**config.mk**
```make
export PLATFORM = sky130hd
export DESIGN_NAME = pba_run_find
export DESIGN_NICKNAME = d
export VERILOG_FILES = /design/src/sv/pba_pkg.sv /design/src/sv/pba_run_find.sv
export SDC_FILE = /design/constraint.sdc
export NUM_CORES = 1
export LEC_CHECK = 0
export BUFFER_PORTS_ARGS = -buffer_cell sky130_fd_sc_hd__clkbuf_2
export CAP_MARGIN = 40
export CORE_MARGIN = 8
export CORE_UTILIZATION = 34
export CTS_CLUSTER_DIAMETER = 40
export DETAILED_ROUTE_END_ITERATION = 10
export PLACE_DENSITY = 0.51
export SLEW_MARGIN = 30
export SYNTH_ARGS = -nofsm -noshare
export SYNTH_HDL_FRONTEND = slang
export SYNTH_SLANG_ARGS = --single-unit
```
**constraint.sdc**
```tcl
create_clock -name clk -period 6.1 [get_ports clk]
set_clock_uncertainty 0.1 [all_clocks]
set_input_delay 0.305 -clock clk [delete_from_list [all_inputs] [get_ports clk]]
set_output_delay 0.305 -clock clk [all_outputs]
set_load 0.05 [all_outputs]
```
**src/sv/pba_pkg.sv**
```systemverilog
// shared types and codes for the page bitmap allocator
package pba_pkg;

	// operation codes
	typedef enum logic [1:0] {
		OP_ALLOC   = 2'd0,
		OP_FREE    = 2'd1,
		OP_RESERVE = 2'd2,
		OP_RELEASE = 2'd3
	} op_t;

	// result status codes
	typedef enum logic [2:0] {
		ST_OK       = 3'd0,
		ST_NOSPACE  = 3'd1,
		ST_MISALIGN = 3'd2,
		ST_BADPAGE  = 3'd3,
		ST_ZERO     = 3'd4
	} status_t;

	// request beat
	typedef struct packed {
		op_t         op;
		logic [31:0] addr;
		logic [31:0] end_addr;
		logic [15:0] page_count;
	} req_t;

	// response beat
	typedef struct packed {
		status_t     status;
		logic [26:0] block_addr;
		logic [15:0] free_pages;
	} rsp_t;

	// run finder control
	typedef struct packed {
		logic restart;
		logic step;
	} scan_ctl_t;

endpackage

```
**src/sv/pba_run_find.sv**
```systemverilog
// clear-run finder over one bitmap word with a carried run length
module pba_run_find #(
	parameter int RW = 17
) (
	input  logic                clk,
	input  logic                arst_n,
	input  pba_pkg::scan_ctl_t  ctl,
	input  logic [31:0]         word,
	input  logic [RW-1:0]       need,
	output logic                hit,
	output logic [4:0]          hit_bit
);
	import pba_pkg::*;

	logic [RW-1:0] run_q;
	logic [RW-1:0] run_next;
	logic [31:0]   seen_b;
	logic [4:0]    last_b [32];
	logic [31:0]   hit_vec;
	logic [RW-1:0] run_end;

	// per bit: last used bit at or below it, and the clear run ending there
	always_comb begin
		hit_vec = '0;
		run_end = '0;
		for (int b = 0; b < 32; b++) begin
			seen_b[b] = 1'b0;
			last_b[b] = '0;
			for (int j = 0; j < 32; j++) begin
				if (j <= b && word[j]) begin
					seen_b[b] = 1'b1;
					last_b[b] = 5'(j);
				end
			end
			if (seen_b[b]) begin
				run_end = RW'(5'(b) - last_b[b]);
			end else begin
				run_end = run_q + RW'(b + 1);
			end
			hit_vec[b] = (run_end >= need);
		end
	end

	// lowest bit where the run reaches the need
	always_comb begin
		hit     = |hit_vec;
		hit_bit = '0;
		for (int b = 31; b >= 0; b--) begin
			if (hit_vec[b]) begin
				hit_bit = 5'(b);
			end
		end
		run_next = seen_b[31] ? RW'(5'd31 - last_b[31]) : run_q + RW'(32);
	end

	// carried run length
	always_ff @(posedge clk or negedge arst_n) begin
		if (!arst_n) begin
			run_q <= '0;
		end else if (ctl.restart) begin
			run_q <= '0;
		end else if (ctl.step) begin
			run_q <= run_next;
		end
	end
endmodule
```
==> Yosys cells after proc, flatten, opt, wreduce, memory -nomap -nowiden <==
Cells that the tools add are included.
{ "op_classes": {"add_sub_neg": 63, "mul": 0, "div_mod_pow": 0, "order_cmp": 32, "eq_ne": 0, "shifts": 0, "n_mux": 129, "bitwise": 0, "reduce_logical": 2} }
{ "op_table": {"columns": ["operator", "n"], "rows": [
  ["17-bit two-way mux", 34],
  ["17-bit greater-or-equal comparator", 32],
  ["5-bit two-way mux", 62],
  ["17-bit by 5-bit adder with 17-bit output (second input constant)", 16],
  ["17-bit by 4-bit adder with 17-bit output (second input constant)", 8],
  ["5-bit by 5-bit subtractor with 6-bit output (first input constant)", 16],
  ["17-bit by 3-bit adder with 17-bit output (second input constant)", 4],
  ["4-bit by 5-bit subtractor with 6-bit output (first input constant)", 8],
  ["17-bit by 2-bit adder with 17-bit output (second input constant)", 2],
  ["1-bit two-way mux", 33],
  ["32-bit OR reduction", 1],
  ["3-bit by 5-bit subtractor with 6-bit output (first input constant)", 4],
  ["17-bit by 1-bit adder with 17-bit output (second input constant)", 1],
  ["17-bit by 6-bit adder with 17-bit output (second input constant)", 1],
  ["2-bit by 5-bit subtractor with 6-bit output (first input constant)", 2],
  ["1-bit by 5-bit subtractor with 6-bit output (first input constant)", 1],
  ["2-bit nonzero test", 1]
]} }
{ "totals": {"regBits": 17, "latchBits": 0, "mem_bits_rw": 0, "mem_bits_ro": 0, "inputBits": 53, "word_cells": 227, "n_memories": 0} }

==> Logic depth before layout (Yosys ltp) <==
Gate-level depths: netlist of run 1.
{ "depth": {"word_depth": 66, "mapped_depth": 26, "depth_no_buf": 25} }

==> Worst setup path after synthesis of run 1 <==
Ideal clock, no wire load.
{ "synth_timing": {"path_kind": "register to output", "startpoint": "register run_q[1]", "endpoint": "output hit_bit[4]", "arrival_ps": 5528, "required_ps": 5695, "slack_ps": 167, "path_stages_with_launch": 19, "path_cell_list": "dfrtp_1 -> clkbuf_1 -> clkbuf_1 -> inv_1 -> ha_1 -> clkbuf_1 -> nand2_1 -> a21oi_1 -> or3_1 -> a21oi_1 -> ha_1 -> a21o_1 -> a21o_1 -> a221o_1 -> a211o_1 -> a211o_1 -> or2_2 -> nor3b_1 -> nor3b_1"} }
{ "synth_via": {"elab_chain_len": 35, "elab_cells_between_ends": 128, "cone_classes": "add/sub: 32; order compare: 32; mux: 64"} }
{ "synth_rtl": {"columns": ["element", "line", "rtl"], "rows": [
  ["start, declared", "pba_run_find.sv:15", "logic [RW-1:0] run_q;"],
  ["start signal, assigned", "pba_run_find.sv:63", "run_q <= run_next;"],
  ["17-bit by 6-bit adder with 17-bit output", "pba_run_find.sv:38", "run_end = run_q + RW'(b + 1);"],
  ["17-bit two-way mux", "pba_run_find.sv:35", "if (seen_b[b]) begin"],
  ["17-bit greater-or-equal comparator", "pba_run_find.sv:40", "hit_vec[b] = (run_end >= need);"],
  ["5-bit two-way mux (31 in a row)", "pba_run_find.sv:49", "if (hit_vec[b]) begin"],
  ["5-bit two-way mux *", "pba_run_find.sv:49", null],
  ["end, declared", "pba_run_find.sv:11", "output logic [4:0] hit_bit"]
]} }
Mark *: on every way between the ends. The rest lies on a longest branch, timed or not.

==> Final worst setup path of run 1 <==
{ "layout_timing": {"startpoint": "register run_q[8]", "endpoint": "output hit_bit[4]"} }
The elaborated chain is that of the path after synthesis.

==> impl_metrics.py, run 1 <==
metrics = {
    "clocking": {
        "cts_tree": "built",
        "buffer_cell_driving_the_clock_tree_root": "clkbuf_16",
        "clock_buffers_created_by_tritoncts": 3,
        "clock_sinks": 17,
        "cts.clk_slew.worst_paths_ns": 0.06,
        "worst_skew_late_latency_ns": 0.25,
        "clock_tree.htree_level_count": 1,
        "cts.repair_timing.setup_buffer_count": 0,
        "cts_buffer_depth": 2,
    },
    "final_layout": {
        "final_core_utilization_pct": 38.5,
        "fin_nets": 4225,
        "synthToLayoutAreaGrowth_pct": 12.4,
        "largest-register": "run_q",
        "post_layout_nonfiller_instances": 4524,
        "layout.filler_cells": 7652,
        "biggestRegsByFlops": "run_q (17)",
        "layout-drive-gt1-share_pct": 11.9,
        "max_ffs_per_register": 17,
    },
    "synthesis": {
        "synth_async_sr_flop_share_pct": 100,
        "yosys_most_used_dff": "dfrtp_1",
        "synth.yosys.seq_area_share_pct": 1.77,
        "most_used_standard_cells_in_the_synthesized_netlist": "592 x ha_1, 473 x nor2_1, 385 x a21oi_1",
        "syn_area_um2": 24000,
        "post-synth-top-area-fraction_pct": 30.9,
        "postSynthNetCount": 4114,
        "warnings_synthesis": 0,
        "synthDistinctLibCells": 83,
        "synth-seq-cells": 17,
        "synth.largest_area_cell": "ha_1",
        "post-synth-top-count-cell": "ha_1",
        "synth_enable_flop_cells": 0,
        "post_synth.cell_area_avg_um2": 6.91,
        "yosys-top-cells-area": "ha_1 31%, a21oi_1 8.0%, nor2_1 7.4%",
        "synthesis.instances": 3469,
    },
    "floorplan": {
        "core.rowCount": 97,
        "die_area_um2": 79300,
        "die_w_um": 282,
        "ios": 59,
        "initial_utilization_pct": 34.3,
        "die_height_um": 282,
        "core_area_um2": 69900,
    },
    "pwr": {
        "pwr-share-seq_pct": 8.7,
        "power.clock.fraction_pct": 10.6,
        "power_density_nw_per_um2": 48.9,
        "p_int_uw": 586,
        "vdd_drop_max_mv": 0.0877,
        "total_switching_power_uw": 730,
        "p_comb_share_pct": 80.7,
        "static-leakage-power_uw": 0.0117,
        "power.share.switching_pct": 55.5,
        "post-layout-total-power_uw": 1320,
    },
    "setup_path": {
        "critical_path.endpoint": "hit_bit[4]",
        "cp-startpoint": "run_q[8]$_DFFE_PN0P_",
        "rr_endpoint": "run_q[13]$_DFFE_PN0P_",
        "path_buf_inv": 4,
        "timing.critical_path.mode_cell": "buf_4",
        "kind_of_cell_adding_the_most_delay_to_the_critical_path": "simple AND/OR/NAND/NOR gates",
        "critical_path_depth": 19,
        "critical_path.startpoint_type": "register",
        "worstPathRequired_ns": 5.69,
        "worst-path-max-fanout": 14,
        "cp_slowest_cell": "a221oi_1",
        "critPathMaxStageDelay_ns": 0.77,
        "worst-endpoint-arrival_ns": 5.62,
        "reg2regPathDepth": 8,
        "rrSetupSlack_ns": 3.35,
        "path_cells": "and2_1, and3_2, and4_1, nand2_1, buf_4, nor2_1, xnor2_1, a21oi_1, ha_1, o2111ai_1, a21oi_1, a221oi_1, o211ai_1, or2_2, nor3b_1, buf_4, nor3b_1, buf_4, buf_12",
        "criticalPathCategory": "reg -> out",
        "regToRegStartpoint": "run_q[5]$_DFFE_PN0P_",
        "crit_path_end_kind": "primary output",
    },
    "drt": {
        "firstDrtPassIters": 7,
        "wire_per_inst_um": 26.8,
        "met1_layer_wirelength_in_the_final_routing_um": 52600,
        "dr.max_layer_used": "met5",
        "vias": 27610,
        "viasPerCell": 6.10,
        "wl_met2_um": 50800,
        "route.antenna.remaining_nets": 0,
        "drt_wl_total_um": 121000,
        "route.detailed.drc": 0,
        "first_iter_violations": 2848,
        "route.met3.wl_um": 11600,
    },
    "global_route": {
        "globalRoute.totalOverflow": 0,
        "grt_antenna_before_repair": 8,
        "global_route.usage.total_pct": 29.3,
        "maximum_number_of_pins_on_one_net_before_global_route_repair": 51,
        "vias_in_the_first_global_route": 25523,
        "grt_first_pass_wirelength_um": 175000,
    },
    "sta": {
        "max_clock_freq_mhz": 166,
        "timing.setup.tns_ns": 0,
        "fin_hold_ws_ns": 0.419,
        "drv_slew": 0,
        "worst_pin_slew_ns": 0.918,
        "hold_viol_final": 0,
        "max-slew-margin-rel_pct": 38.2,
        "period_needed_ns": 6.02,
        "report.final.setup_viol": 0,
        "final.period_utilization_pct": 98.7,
    },
    "worst_hold_path": {
        "min-delay-path-class": "in -> reg",
    },
    "placed_design": {
        "place.gp.congestion": 1.00,
        "dp.cells": 4511,
        "hpwl_detailed_um": 93000,
        "port-buffer-count": 58,
    },
    "job": {
        "cap_violations": 0,
    },
    "status": {
        "run_status": "finished, final reports clean",
    },
}
[per-layer routing]
metal / track usage [%] / vias to the layer above
li1: - / 12868
met1: 40.2 / 13070
met2: 44.9 / 1368
met3: 5.20 / 300
met4: 11.9 / 4
met5: 0 / -
[worst reg2reg max path, cell delays in order (launching register included)]
cell and delay [ns]:
dfrtp_2 0.57, ha_2 0.45, and3_1 0.24, buf_4 0.26
and2_1 0.46, buf_4 0.27, o21ai_1 0.09, nand2_1 0.10
a21oi_1 0.09
[worst min path at each step]
stage | from | endpoint | cells past startpoint
floorplan | arst_n | run_q[0]$_DFFE_PN0P_ | 0
global placement | arst_n | run_q[14]$_DFFE_PN0P_ | 1
detailed placement | arst_n | run_q[14]$_DFFE_PN0P_ | 1
CTS | ctl[1] | run_q[6]$_DFFE_PN0P_ | 2
global route | ctl[1] | run_q[16]$_DFFE_PN0P_ | 2
finish | ctl[1] | run_q[6]$_DFFE_PN0P_ | 2
[through the flow]
| step | area (um^2) | setup slack (ns) |
|---|---|---|
| global route | 26900 | -0.00123 |
| CTS | 26800 | 0.00839 |
| finish | 26900 | 0.0763 |
| global placement | 26600 | -0.337 |
| floorplan | 24000 | 0.167 |
| detailed placement | 26700 | -0.297 |
[power by group through the flow]
stage | clock network [uW] | logic, uW | registers, uW
after floorplan | 0 | 599 | 116
after global placement | 0 | 1020 | 117
after detailed placement | 0 | 1020 | 117
after CTS | 139 | 1030 | 115
after global routing | 142 | 1160 | 115
final | 140 | 1060 | 115
[logic make-up (layout without fill, tap and decap cells)]
group           count (synthesis)  after routing  share of synthesized area [%]
flops                          17             17                           1.77
mux                            29             29                           1.27
other cells                     0              5                              0
fa+ha+maj                     592            592                           30.9
simple gates                 1237           1237                           24.8
xor+xnor                      301            301                           11.0
compound gates               1008           1008                           25.7
buf+inv                       285            395                           4.56
[repair_timing]
action,in CTS,in global routing
setup endpoints to repair,3,6
hold buffers,1,0
hold endpoints to repair,17,0
pin swaps,1,1
gates resized for setup,5,34
[cell usage in the layout (no fill, tap or decap), drive strengths merged, types with 72 or more instances in the layout]
cell | Yosys | final
or3 | 115 | 115
buf | 37 | 260
nand2 | 248 | 248
a21o | 101 | 101
o21ai | 234 | 234
xnor2 | 170 | 170
ha | 592 | 592
inv | 74 | 72
xor2 | 131 | 131
a21oi | 385 | 385
nor2 | 479 | 479
[cell type report]
| type | instances | area (um^2) | area share (%) |
|---|---|---|---|
| Multi-Input combinational cell | 3167 | 22600 | 83.9 |
| Timing Repair Buffer | 316 | 2360 | 8.75 |
| Sequential cell | 17 | 440 | 1.64 |
| Antenna cell | 5 | 12.5 | 0.0464 |
| Tap cell | 940 | 1180 | 4.37 |
| Clock buffer | 3 | 75.1 | 0.279 |
| Inverter | 75 | 282 | 1.05 |
| Clock inverter | 1 | 5.00 | 0.0186 |
Power figures use the tool's default switching activity.
==> run 2, diff against run 1 <==
- ABC_AREA: not set -> 1
==> impl_metrics.py, run 2 <==
metrics = {
    "status": {
        "run_status": "complete, but fails checks",
        "violations": "setup timing",
    },
    "sta": {
        "hold_viol_final": 0,
        "fin_hold_ws_ns": 0.441,
        "post-route-worst-setup-slack_ns": -0.472,
        "timing.setup.tns_ns": -1.33,
        "period_needed_ns": 6.57,
        "grt_setup_unrepaired": "yes",
        "drv_slew": 0,
        "final.period_utilization_pct": 108,
        "worst_pin_slew_ns": 0.927,
        "report.final.setup_viol": 5,
        "max-slew-margin-rel_pct": 37.9,
        "max_clock_freq_mhz": 152,
    },
    "setup_path": {
        "reg2regPathDepth": 12,
        "criticalPathCategory": "in -> out",
        "worst-path-max-fanout": 8,
        "timing.critical_path.mode_cell": "nand2_1",
        "critPathMaxStageDelay_ns": 0.27,
        "worstPathRequired_ns": 5.69,
        "worst-endpoint-arrival_ns": 6.17,
        "crit_path_end_kind": "primary output",
        "critical_path.startpoint_type": "primary input",
        "cp_slowest_cell": "ha_1",
    },
    "placed_design": {
        "port-buffer-count": 58,
        "place.gp.congestion": 1.05,
        "dp.cells": 5436,
        "hpwl_detailed_um": 112000,
    },
    "pwr": {
        "p_comb_share_pct": 84.4,
        "power.clock.fraction_pct": 8.6,
        "static-leakage-power_uw": 0.0154,
        "vdd_drop_max_mv": 0.172,
        "power_density_nw_per_um2": 52.7,
        "power.share.switching_pct": 54.4,
        "pwr-share-seq_pct": 7.0,
        "p_int_uw": 749,
        "total_switching_power_uw": 895,
    },
    "synthesis": {
        "synth.yosys.seq_area_share_pct": 1.73,
        "post-synth-top-count-cell": "nand2_1",
        "synth.largest_area_cell": "ha_1",
        "post_synth.cell_area_avg_um2": 6.07,
        "synthDistinctLibCells": 69,
        "synth_enable_flop_cells": 0,
        "most_used_standard_cells_in_the_synthesized_netlist": "745 x nand2_1, 592 x ha_1, 492 x nor2_1",
        "synth-seq-cells": 17,
        "synthesis.instances": 4064,
        "warnings_synthesis": 0,
        "postSynthNetCount": 4709,
        "synth_async_sr_flop_share_pct": 100,
        "yosys_most_used_dff": "dfrtp_1",
        "yosys-top-cells-area": "ha_1 30%, nand2_1 11%, a21oi_1 8.4%",
        "post-synth-top-area-fraction_pct": 30.0,
        "syn_area_um2": 24700,
    },
    "global_route": {
        "globalRoute.totalOverflow": 0,
        "global_route.usage.total_pct": 34.7,
        "vias_in_the_first_global_route": 30088,
        "grt_antenna_before_repair": 4,
        "maximum_number_of_pins_on_one_net_before_global_route_repair": 33,
        "grt_first_pass_wirelength_um": 210000,
    },
    "drt": {
        "route.antenna.remaining_nets": 0,
        "firstDrtPassIters": 7,
        "first_iter_violations": 4215,
        "drt_wl_total_um": 149000,
        "wire_per_inst_um": 27.0,
        "vias": 32354,
        "route.detailed.drc": 0,
        "viasPerCell": 5.86,
    },
    "floorplan": {
        "core_area_um2": 71600,
        "die_height_um": 285,
        "die_area_um2": 81400,
        "core.rowCount": 98,
        "die_w_um": 285,
        "ios": 59,
        "initial_utilization_pct": 34.4,
    },
    "final_layout": {
        "final_cell_mix": "700 x nand2_1, 581 x ha_1, 529 x buf_4",
        "synthToLayoutAreaGrowth_pct": 26.4,
        "final_core_utilization_pct": 43.5,
        "largest-register": "run_q",
        "most_frequent_standard_cell_in_the_layout_excluding_fill_and_tap_cells": "nand2_1",
        "biggestRegsByFlops": "run_q (17)",
        "layout-drive-gt1-share_pct": 19.4,
        "post_layout_nonfiller_instances": 5518,
        "fin_nets": 5213,
        "max_ffs_per_register": 17,
    },
    "worst_hold_path": {
        "min-delay-path-class": "in -> reg",
        "hold_path_depth": 5,
    },
    "clocking": {
        "clock_sinks": 17,
        "buffer_cell_driving_the_clock_tree_root": "clkbuf_16",
        "cts_buffer_depth": 2,
        "cts_tree": "built",
        "worst_skew_late_latency_ns": 0.26,
        "cts.clk_slew.worst_paths_ns": 0.06,
        "clock_tree.htree_level_count": 1,
        "clock_buffers_created_by_tritoncts": 3,
    },
    "job": {
        "cap_violations": 0,
    },
}
-- run 2: cell count changes after synthesis, moves of 71 or more --
| cell | before | now |
|---|---|---|
| nand2_1 | 243 | 745 |
| inv_1 | 71 | 484 |
| xnor2_1 | 170 | 9 |
| or3_1 | 114 | 2 |
| a21o_1 | 101 | 18 |
| o21ai_0 | 220 | 299 |
| clkbuf_1 | 173 | 102 |
-- run 2: per-layer routing --
metal | GRT usage (%) | part of all wire, % | vias up
li1 | - | - | 14993
met4 | 19.4 | 7.4 | 2
met3 | 8.39 | 12 | 515
met5 | 0 | 0.0087 | -
met2 | 51.7 | 40 | 1957
met1 | 45.4 | 41 | 14887
-- run 2: final cells by class --
cell class,instances,area [um^2]
clock buffers,3,75.1
diodes,1,2.50
repair inverters,1,7.51
repair buffers,632,4980
multi-input cells,3395,22500
clock inverters,1,5.00
flip-flops and latches,17,427
fillers,7838,40500
well taps,950,1190
inverters,518,2000
-- run 2: power by group through the flow --
stage | clock (uW) | combinational [uW] | sequential, uW
after floorplan | 0 | 665 | 116
final | 142 | 1390 | 115
after global placement | 0 | 1210 | 117
after global routing | 147 | 1510 | 115
after detailed placement | 0 | 1220 | 117
after CTS | 143 | 1320 | 115
-- run 2: cell families (layout without fill, tap and decap cells) --
| logic type | Yosys count | count (layout) | share of synthesized area [%] |
|---|---|---|---|
| and+or+nand+nor | 1647 | 1647 | 29.2 |
| xor gates and xnor gates | 177 | 177 | 6.29 |
| muxes | 1 | 1 | 0.0406 |
| AOI/OAI and AO/OA | 978 | 978 | 22.4 |
| other | 0 | 1 | 0 |
| DFF | 17 | 17 | 1.73 |
| adders and majority gates | 592 | 592 | 30.0 |
| buffers and inverters | 652 | 1155 | 10.3 |
-- run 2: final timing paths --
path	end	slack, ns	from
setup reg to reg	run_q[13]$_DFFE_PN0P_	3.01	run_q[6]$_DFFE_PN0P_
setup / recovery	hit_bit[0]	-0.47	word[3]
max in group asynchronous	run_q[13]$_DFFE_PN0P_	5.07	arst_n
hold reg to reg	run_q[16]$_DFFE_PN0P_	0.48	run_q[16]$_DFFE_PN0P_
hold / removal	run_q[10]$_DFFE_PN0P_	0.44	ctl[1]
min in group asynchronous	run_q[2]$_DFFE_PN0P_	0.45	arst_n
-- run 2: critical path: cells and delay by family --
family	cells	cell delay (ns)
simple gates	45	3.57
buf+inv	17	1.52
compound gates	3	0.48
fa+ha+maj	1	0.27
-- run 2: through the flow --
step | power, uW | area (um^2) | worst slack (ns)
finish | 1640 | 31200 | -0.472
global route | 1780 | 31200 | -1.00
CTS | 1580 | 30800 | -0.491
detailed placement | 1330 | 29600 | -1.23
global placement | 1330 | 29500 | -1.09
floorplan | 781 | 24700 | 0.0599
-- run 2: timing repair --
| item | 4_1_cts | 5_1_grt |
|---|---|---|
| hold buffers | 1 | 0 |
| pin swaps | 89 | 53 |
| cloned | 1 | 0 |
| endpoints found under the setup margin | 6 | 6 |
| setup buffers | 75 | 19 |
| endpoints found under the hold margin | 17 | 0 |
| gates resized for setup | 175 | 86 |
